**config.mk**
```make
export PLATFORM = sky130hd
export DESIGN_NAME = word_wrap_line_folder
export DESIGN_NICKNAME = d
export VERILOG_FILES = /design/src/design/wwlf_pkg.sv /design/src/design/wwlf_seg_ram.sv /design/src/design/wwlf_out_reg.sv /design/src/design/wwlf_ctrl.sv /design/src/design/word_wrap_line_folder.sv
export SDC_FILE = /design/constraint.sdc
export NUM_CORES = 1
export LEC_CHECK = 0
export ABC_AREA = 1
export BUFFER_PORTS_ARGS = -buffer_cell sky130_fd_sc_hd__buf_2
export CAP_MARGIN = 40
export CORE_ASPECT_RATIO = 1.1
export CORE_MARGIN = 10
export CORE_UTILIZATION = 57
export DETAILED_ROUTE_END_ITERATION = 6
export PLACE_DENSITY = 0.76
export SETUP_SLACK_MARGIN = 0.3
export SLEW_MARGIN = 20
export SYNTH_ARGS = -nofsm -noshare
export SYNTH_HDL_FRONTEND = slang
export SYNTH_SLANG_ARGS = --single-unit
export TNS_END_PERCENT = 100
```
**constraint.sdc**
```tcl
create_clock -name aclk -period 4.6 [get_ports aclk]
set_clock_uncertainty 0.05 [all_clocks]
set_input_delay 0.23 -clock aclk [delete_from_list [all_inputs] [get_ports aclk]]
set_output_delay 0.23 -clock aclk [all_outputs]
set_load 0.01 [all_outputs]
```
**src/design/wwlf_pkg.sv**
```systemverilog
// ----------------------------------------------------------------------------
// wwlf_pkg
// Shared types, character codes and helpers for the word wrap line folder.
// ----------------------------------------------------------------------------
`default_nettype none

package wwlf_pkg;

    localparam int unsigned BUF_DEPTH_DEFAULT = 63;
    localparam int unsigned CHAR_W            = 8;
    localparam int unsigned COL_W             = 9;

    localparam logic [CHAR_W-1:0] CH_NUL   = 8'h00;
    localparam logic [CHAR_W-1:0] CH_TAB   = 8'h09;
    localparam logic [CHAR_W-1:0] CH_NL    = 8'h0A;
    localparam logic [CHAR_W-1:0] CH_SPACE = 8'h20;

    localparam logic [7:0]       LIMIT_RESET = 8'd100;
    localparam logic [COL_W-1:0] COL_MAX     = 9'd511;

    typedef enum logic [1:0] {
        ST_IDLE,
        ST_WRAP,
        ST_FLUSH,
        ST_NL
    } state_t;

    // one output word from the controller to the output register
    typedef struct packed {
        logic              valid;
        logic [CHAR_W-1:0] char;
        logic              last;
        logic              trunc;
    } emit_t;

    function automatic logic is_blank(input logic [CHAR_W-1:0] c);
        is_blank = (c == CH_SPACE) || (c == CH_NL) || (c == CH_TAB) || (c == CH_NUL);
    endfunction

endpackage

`default_nettype wire

```
**src/design/wwlf_seg_ram.sv**
```systemverilog
// ----------------------------------------------------------------------------
// wwlf_seg_ram
// Segment buffer: one write port, one read port, registered read data.
// ----------------------------------------------------------------------------
`default_nettype none

module wwlf_seg_ram #(
    parameter int unsigned DEPTH = 63,
    parameter int unsigned AW    = 6
) (
    input  wire logic         aclk,
    input  wire logic         we,
    input  wire logic [AW-1:0] waddr,
    input  wire logic [7:0]    wdata,
    input  wire logic         re,
    input  wire logic [AW-1:0] raddr,
    output logic      [7:0]    rdata
);

    logic [7:0] mem [DEPTH];

    always_ff @(posedge aclk) begin
        if (we) begin
            mem[waddr] <= wdata;
        end
    end

    always_ff @(posedge aclk) begin
        if (re) begin
            rdata <= mem[raddr];
        end
    end

endmodule

`default_nettype wire

```
**src/design/wwlf_out_reg.sv**
```systemverilog
// ----------------------------------------------------------------------------
// wwlf_out_reg
// Output register of the result stream; frees itself when the word is taken.
// ----------------------------------------------------------------------------
`default_nettype none

module wwlf_out_reg (
    input  wire logic           aclk,
    input  wire logic           aresetn,
    input  wire wwlf_pkg::emit_t emit,
    output logic                out_free,
    output logic                m_tvalid,
    input  wire logic           m_tready,
    output logic [7:0]          m_tdata,   // [7:0] out_char
    output logic                m_tlast,
    output logic [0:0]          m_tuser    // [0] truncated
);

    import wwlf_pkg::*;

    logic       valid_reg;
    logic [7:0] char_reg;
    logic       last_reg;
    logic       trunc_reg;

    assign out_free = !valid_reg || m_tready;

    always_ff @(posedge aclk) begin
        if (!aresetn) begin
            valid_reg <= 1'b0;
        end else if (emit.valid) begin
            valid_reg <= 1'b1;
        end else if (m_tready) begin
            valid_reg <= 1'b0;
        end
    end

    always_ff @(posedge aclk) begin
        if (emit.valid) begin
            char_reg  <= emit.char;
            last_reg  <= emit.last;
            trunc_reg <= emit.trunc;
        end
    end

    assign m_tvalid   = valid_reg;
    assign m_tdata    = char_reg;
    assign m_tlast    = last_reg;
    assign m_tuser[0] = trunc_reg;

endmodule

`default_nettype wire

```
**src/design/wwlf_ctrl.sv**
```systemverilog
// ----------------------------------------------------------------------------
// wwlf_ctrl
// Segment bookkeeping, wrap decision and flush sequencer.
// ----------------------------------------------------------------------------
`default_nettype none

module wwlf_ctrl #(
    parameter int unsigned BUF_DEPTH = 63,
    parameter int unsigned AW        = 6,
    parameter int unsigned LEN_W     = 6
) (
    input  wire logic            aclk,
    input  wire logic            aresetn,
    input  wire logic [7:0]      limit,
    input  wire logic            in_valid,
    output logic                 in_ready,
    input  wire logic [7:0]      in_char,
    output logic                 ram_we,
    output logic [AW-1:0]        ram_waddr,
    output logic [7:0]           ram_wdata,
    output logic                 ram_re,
    output logic [AW-1:0]        ram_raddr,
    input  wire logic [7:0]      ram_rdata,
    output wwlf_pkg::emit_t      emit,
    input  wire logic            out_free
);

    import wwlf_pkg::*;

    state_t             state_reg,  state_next;
    logic [LEN_W-1:0]   len_reg,    len_next;
    logic [COL_W-1:0]   col_reg,    col_next;
    logic               inside_reg, inside_next;
    logic               ovf_reg,    ovf_next;
    logic               fblank_reg, fblank_next;   // entry 0 holds a blank
    logic               trunc_reg,  trunc_next;
    logic [7:0]         char_reg,   char_next;     // blank that ended the word
    logic [LEN_W-1:0]   rd_idx_reg, rd_idx_next;
    logic               dvld_reg,   dvld_next;     // read data waiting to go out

    logic [COL_W:0]     col_sum;
    logic               emit_now;
    logic               issue;
    logic               blank_in;

    assign blank_in = is_blank(in_char);
    assign col_sum  = {1'b0, col_reg} + (COL_W+1)'(len_reg);

    always_ff @(posedge aclk) begin
        if (!aresetn) begin
            state_reg  <= ST_IDLE;
            len_reg    <= '0;
            col_reg    <= '0;
            inside_reg <= 1'b0;
            ovf_reg    <= 1'b0;
            fblank_reg <= 1'b0;
            trunc_reg  <= 1'b0;
            rd_idx_reg <= '0;
            dvld_reg   <= 1'b0;
        end else begin
            state_reg  <= state_next;
            len_reg    <= len_next;
            col_reg    <= col_next;
            inside_reg <= inside_next;
            ovf_reg    <= ovf_next;
            fblank_reg <= fblank_next;
            trunc_reg  <= trunc_next;
            rd_idx_reg <= rd_idx_next;
            dvld_reg   <= dvld_next;
        end
    end

    always_ff @(posedge aclk) begin
        char_reg <= char_next;
    end

    always_comb begin
        state_next  = state_reg;
        len_next    = len_reg;
        col_next    = col_reg;
        inside_next = inside_reg;
        ovf_next    = ovf_reg;
        fblank_next = fblank_reg;
        trunc_next  = trunc_reg;
        char_next   = char_reg;
        rd_idx_next = rd_idx_reg;
        dvld_next   = dvld_reg;
        in_ready    = 1'b0;
        ram_we      = 1'b0;
        ram_waddr   = len_reg[AW-1:0];
        ram_wdata   = in_char;
        ram_re      = 1'b0;
        ram_raddr   = rd_idx_reg[AW-1:0];
        emit        = '0;
        emit_now    = 1'b0;
        issue       = 1'b0;

        case (state_reg)
            ST_IDLE: begin
                in_ready = 1'b1;
                if (in_valid) begin
                    if (!blank_in || (!inside_reg && in_char != CH_NL)) begin
                        // append; drop on full buffer
                        if (len_reg < LEN_W'(BUF_DEPTH)) begin
                            ram_we   = 1'b1;
                            len_next = len_reg + 1'b1;
                            if (len_reg == '0) begin
                                fblank_next = blank_in;
                            end
                        end else begin
                            ovf_next = 1'b1;
                        end
                        inside_next = inside_reg || !blank_in;
                    end else if (!inside_reg) begin
                        // newline between words: buffered blanks are discarded
                        trunc_next = 1'b0;
                        len_next   = '0;
                        ovf_next   = 1'b0;
                        state_next = ST_NL;
                    end else begin
                        trunc_next  = ovf_reg;
                        char_next   = in_char;
                        rd_idx_next = '0;
                        dvld_next   = 1'b0;
                        if (col_reg != '0 && col_sum > (COL_W+1)'(limit)) begin
                            state_next = ST_WRAP;
                        end else begin
                            state_next = ST_FLUSH;
                        end
                    end
                end
            end

            ST_WRAP: begin
                if (out_free) begin
                    emit        = '{valid: 1'b1, char: CH_NL, last: 1'b0, trunc: trunc_reg};
                    col_next    = '0;
                    rd_idx_next = fblank_reg ? LEN_W'(1) : '0;
                    state_next  = ST_FLUSH;
                end
            end

            ST_FLUSH: begin
                emit_now = dvld_reg && out_free;
                issue    = (rd_idx_reg < len_reg) && (!dvld_reg || emit_now);
                if (emit_now) begin
                    emit.valid = 1'b1;
                    emit.char  = ram_rdata;
                    emit.trunc = trunc_reg;
                    emit.last  = !issue && (rd_idx_reg == len_reg) && (char_reg != CH_NL);
                    if (col_next != COL_MAX) begin
                        col_next = col_reg + 1'b1;
                    end
                end
                if (issue) begin
                    ram_re      = 1'b1;
                    rd_idx_next = rd_idx_reg + 1'b1;
                end
                dvld_next = issue || (dvld_reg && !emit_now);
                if (!issue && (rd_idx_reg == len_reg) && (emit_now || !dvld_reg)) begin
                    inside_next = 1'b0;
                    ovf_next    = 1'b0;
                    dvld_next   = 1'b0;
                    if (char_reg == CH_NL) begin
                        len_next   = '0;
                        state_next = ST_NL;
                    end else begin
                        // ending blank opens the next segment
                        ram_we      = 1'b1;
                        ram_waddr   = '0;
                        ram_wdata   = char_reg;
                        len_next    = LEN_W'(1);
                        fblank_next = 1'b1;
                        state_next  = ST_IDLE;
                    end
                end
            end

            ST_NL: begin
                if (out_free) begin
                    emit       = '{valid: 1'b1, char: CH_NL, last: 1'b1, trunc: trunc_reg};
                    col_next   = '0;
                    state_next = ST_IDLE;
                end
            end

            default: begin
                state_next = ST_IDLE;
            end
        endcase
    end

    a_emit_free: assert property (@(posedge aclk) disable iff (!aresetn)
        emit.valid |-> out_free)
        else $error("word emitted into a full output register");

    a_len_bound: assert property (@(posedge aclk) disable iff (!aresetn)
        len_reg <= LEN_W'(BUF_DEPTH))
        else $error("segment length beyond buffer depth");

    a_rd_bound: assert property (@(posedge aclk) disable iff (!aresetn)
        (state_reg == ST_FLUSH) |-> (rd_idx_reg <= len_reg))
        else $error("flush read index past segment end");

    a_dvld_flush: assert property (@(posedge aclk) disable iff (!aresetn)
        dvld_reg |-> (state_reg == ST_FLUSH))
        else $error("buffer read data pending outside a flush");

endmodule

`default_nettype wire

```
**src/design/word_wrap_line_folder.sv**
```systemverilog
// ----------------------------------------------------------------------------
// word_wrap_line_folder
// Greedy word wrap: folds a byte stream at word boundaries to a column limit.
// ----------------------------------------------------------------------------
// Bytes enter one per word on the s_ side. Space, tab, newline and NUL are
// blanks. The current segment (the blanks after the previous word, then the
// next word) sits in an on-chip buffer of BUF_DEPTH bytes; bytes that do not
// fit are dropped and the flushed words carry tuser[0] = 1. A non-blank byte,
// or a space, tab or NUL between words, is accepted without a stall and
// produces nothing. A blank that ends a word flushes the segment: if the
// output column is nonzero and column plus segment length exceeds
// column_limit, a newline goes out first and a leading blank, if the segment
// has one, is dropped. s_tready stays low through the flush, an inserted
// newline and an input newline; the buffer's read data is registered, and
// buffered bytes then leave one per cycle while m_tready is high. A newline
// between words holds s_tready low until it goes out. An input newline is
// always passed on and restarts the column. m_tlast marks the final output
// byte caused by one input byte. column_limit is written through cfg_wr_en /
// cfg_wr_data; the user must write it only while the block is idle; the
// block itself does not enforce this. Reset value 100.
// ----------------------------------------------------------------------------
`default_nettype none

module word_wrap_line_folder #(
    parameter int unsigned BUF_DEPTH = wwlf_pkg::BUF_DEPTH_DEFAULT   // 8 .. 63
) (
    input  wire logic        aclk,
    input  wire logic        aresetn,
    // configuration: column_limit
    input  wire logic        cfg_wr_en,
    input  wire logic [7:0]  cfg_wr_data,
    // input bytes
    input  wire logic        s_tvalid,
    output logic             s_tready,
    input  wire logic [7:0]  s_tdata,    // [7:0] in_char
    // output bytes
    output logic             m_tvalid,
    input  wire logic        m_tready,
    output logic [7:0]       m_tdata,    // [7:0] out_char
    output logic             m_tlast,
    output logic [0:0]       m_tuser     // [0] truncated
);

    import wwlf_pkg::*;

    localparam int unsigned AW    = $clog2(BUF_DEPTH);
    localparam int unsigned LEN_W = $clog2(BUF_DEPTH + 1);

    logic [7:0]    limit_reg;

    logic          ram_we;
    logic [AW-1:0] ram_waddr;
    logic [7:0]    ram_wdata;
    logic          ram_re;
    logic [AW-1:0] ram_raddr;
    logic [7:0]    ram_rdata;

    emit_t         emit;
    logic          out_free;

    // column limit register
    always_ff @(posedge aclk) begin
        if (!aresetn) begin
            limit_reg <= LIMIT_RESET;
        end else if (cfg_wr_en) begin
            limit_reg <= cfg_wr_data;
        end
    end

    // segment buffer
    wwlf_seg_ram #(
        .DEPTH (BUF_DEPTH),
        .AW    (AW)
    ) u_seg_ram (
        .aclk  (aclk),
        .we    (ram_we),
        .waddr (ram_waddr),
        .wdata (ram_wdata),
        .re    (ram_re),
        .raddr (ram_raddr),
        .rdata (ram_rdata)
    );

    // segment state, wrap decision and flush sequencing
    wwlf_ctrl #(
        .BUF_DEPTH (BUF_DEPTH),
        .AW        (AW),
        .LEN_W     (LEN_W)
    ) u_ctrl (
        .aclk      (aclk),
        .aresetn   (aresetn),
        .limit     (limit_reg),
        .in_valid  (s_tvalid),
        .in_ready  (s_tready),
        .in_char   (s_tdata),
        .ram_we    (ram_we),
        .ram_waddr (ram_waddr),
        .ram_wdata (ram_wdata),
        .ram_re    (ram_re),
        .ram_raddr (ram_raddr),
        .ram_rdata (ram_rdata),
        .emit      (emit),
        .out_free  (out_free)
    );

    // output register toward the m_ side
    wwlf_out_reg u_out_reg (
        .aclk     (aclk),
        .aresetn  (aresetn),
        .emit     (emit),
        .out_free (out_free),
        .m_tvalid (m_tvalid),
        .m_tready (m_tready),
        .m_tdata  (m_tdata),
        .m_tlast  (m_tlast),
        .m_tuser  (m_tuser)
    );

endmodule

`default_nettype wire

```
==> summary.txt <==
Status
  • Outcome: completed

Detailed routing
  • Vias: 16,802
  • Vias/cell: 6.04
  • DR WL/cell: between 20 and 25 um
  • Drc violations: 0
  • Iteration-0 DRC Markers: 1,985
  • Pre-antenna DRT Iters: 6
  • Routed WL: 60,500 um
  • ANT nets after route: 0

STA
  • Crit share post-route: 84.4%
  • Unrepaired setup endpoints after global routing: no
  • Count of final setup violators: 0
  • Crit path time final: 3880 ps
  • Worst Tran Pin Value: 1080 ps
  • Slew margin rel.: 28.1%
  • Worst hold slack: 29.0 ps
  • Final Hold Fails: 0
  • Max frequency: 0.258 GHz
  • Final slew viol count: 0

Power
  • Cell Int Power: 0.00977 W
  • Power Total: 0.0153 W
  • Peak VDD IR: around 0.42 mV
  • Leak: 9.54 nW
  • Combinational share of power: between 30% and 40%
  • Part of the power in registers: about 41%
  • Pwr dens: 569 mW/mm2
  • NetSw: 0.00554 W
  • Sw frac: 36.2%
  • Clock network power share: 27.3%

Floorplanning
  • Die height: between 200 and 250 um
  • Row count: 79
  • Die area: 0.0512 mm2
  • I/O pins: 33
  • Die X: 217 um
  • Starting density of the core: 57.4%
  • Core Area: 0.0422 mm2

Worst setup path
  • Reg2reg start: u_ctrl.len_reg[2]
  • Worst setup path start: u_ctrl.len_reg[2]
  • Critical Path AT: ~4100 ps
  • Critical path class: register to register
  • Crit-path max FO: 10
  • Worst Path Required: around 4800 ps
  • Startpoint types: register
  • Worst setup EP type: register

Place
  • PortBufs: 32
  • Placed wire-length estimate: 34,900 um
  • Gpl congestion: between 0.9 and 1

Global route
  • Initial antenna violation count: 2
  • GRT Total Usage: 23.4%
  • First-pass GRT wire length: 93,200 um
  • Largest net degree at the start of global routing: 251
  • Total gr overflow: 0
  • Vias in the first global route: approximately 16,000

CTS
  • Post-CTS sizing: 0
  • Worst skew pair latency: 610 ps
  • Deepest clock path buffer count: 3
  • H-tree Lvls: 2
  • CTS tree: yes
  • Clk slew on worst S/H paths: 60 ps
  • Num CTS Buffers: 55
  • Clk root buf: clkbuf_16
  • Total clock sinks: 567

Synth
  • Number of synthesized flops with an enable pin: 530
  • Post-synth cell types: 51
  • Prevailing post-synth register cell: edfxtp_1
  • Mean post-synth cell area: 11.3 um2
  • Mapped Cells: 2,152
  • Ys async rst share: 0%
  • Net count after synthesis: 2,205
  • Seq/Total Area, Yosys: 68.7%
  • Post-Syn Area: 0.0242 mm2
  • #FFs+latches synth: 567
  • Synth warn: 0

Min path
  • Hold Startpoint: aresetn
  • Hold crit path type: input pin to register

Run
  • Max cap viols: 0

Final layout
  • Layout net count: 2,228
  • Fraction of layout cells with a size suffix above 1: 8.17%
  • N_diodes: 0
  • Max reg flops: ~500
  • Layout area overhead: 11.0%
==> synth_stat cells (all sizes together) (4+ instances only) <==
library cell / n / share of area, %
o21ai: 259 / 5.4
o32ai: 6 / 0.22
o22ai: 111 / 2.9
nand2: 397 / 6.3
nor2: 356 / 5.7
clkbuf: 53 / 0.82
edfxtp: 530 / 66
a21oi: 48 / 0.99
buf: 64 / 1.4
xor2: 7 / 0.25
a211oi: 4 / 0.12
nand4: 16 / 0.59
o211ai: 8 / 0.25
ha: 31 / 1.6
inv: 86 / 1.3
nand3: 103 / 2.3
clkinv: 4 / 0.062
nor3: 9 / 0.29
dfxtp: 37 / 3.1
==> worst max-delay path: stages, from the launching register on <==
cell and delay, ps:
dfxtp_1 510, clkinv_1 390, ha_1 410, nand2_1 50, nor2_2 120, nand2_2 80
nor2_4 110, nand3_4 250, nor2_4 190, nand2_4 130, o31ai_1 160, nand2_2 400
nor2_1 670
==> power by group through the flow <==
stage / Combinational, W / Clock, W / Sequential, W
after floorplan: 0.00303 / 0 / 0.00638
after global placement: 0.00451 / 0 / 0.00643
after detailed placement: 0.00457 / 0 / 0.00645
after CTS: 0.00463 / 0.00421 / 0.00634
after global routing: 0.00522 / 0.00443 / 0.00637
final: 0.00479 / 0.00417 / 0.00635
==> metrics by stage <==
step                      util [%]  instances  cell area, um2  setup TNS (ps)  setup WS (ps)
after CTS                     63.6       2778           26800               0            738
final                         63.7       2783           26900               0            717
after detailed placement      59.1       2654           24900               0            748
after global routing          63.7       2783           26900               0            468
after global placement        59.0       2652           24900               0            935
after floorplan                  -       2152           24200         -164150           -434
==> worst paths after layout <==
path                              end  slack, ps  depth (start not counted)
setup / recovery  u_seg_ram.mem[0][1]        720                         12
hold / removal    u_ctrl.state_reg[0]         30                          3
setup reg to reg  u_seg_ram.mem[0][1]        720                         12
hold reg to reg          limit_reg[7]        420                          2
==> layout by cell type (no fill, tap or decap), types with 3 or more instances in the layout <==
cell           count
nor2_1           350
nand3_1           99
inv_6              5
nand2_4            3
o211ai_1           8
dfxtp_1           34
nand2_2            9
buf_4             15
a211oi_1           4
ha_1              31
clkbuf_1          14
xor2_1             7
buf_12             6
o32ai_4            6
o21ai_0          255
xnor2_1            3
clkbuf_16         55
dlygate4sd3_1     26
nor3_2             3
a21oi_1           48
clkinv_2          10
o21ai_1            3
nor2b_1            3
inv_2              7
clkinv_1          14
nor3_1             5
nor2_4             4
inv_1             78
buf_2             32
edfxtp_1         530
nand2_1          385
o22ai_1          111
nand4_1           12
==> repair_timing <==
action / CTS / global route
hold buffers: 26 / 0
endpoints found under the hold margin: 17 / 0
setup endpoints to repair: 0 / 0
buffers inserted: 0 / 0
==> kinds of logic after synthesis <==
| kind of cell | after synthesis | share of synthesized area (%) |
|---|---|---|
| multiplexers | 1 | 0.0413 |
| XOR/XNOR | 10 | 0.361 |
| buffers and inverters | 207 | 3.63 |
| flip-flops | 567 | 68.7 |
| AND/OR/NAND/NOR | 888 | 15.3 |
| adder cells (fa/ha/maj) | 32 | 1.68 |
| AO/OA/AOI/OAI | 447 | 10.2 |
==> layout make-up <==
cell class,instances,area (um2)
well taps,567,709
clock buffers,69,1430
clock inverters,29,206
inverters,90,343
repair buffers,83,727
flip-flops and latches,567,16700
fillers,3123,15300
multi-input cells,1378,6820
==> metal layers <==
| layer | vias up | track usage (%) | share of wire (%) |
|---|---|---|---|
| li1 | 7685 | - | - |
| met1 | 8023 | 29.7 | 38 |
| met2 | 920 | 39.1 | 49 |
| met3 | 170 | 4.66 | 9.6 |
| met4 | 4 | 8.56 | 4.0 |
| met5 | - | 0 | 0.038 |
(Power assumes the default switching activity.)
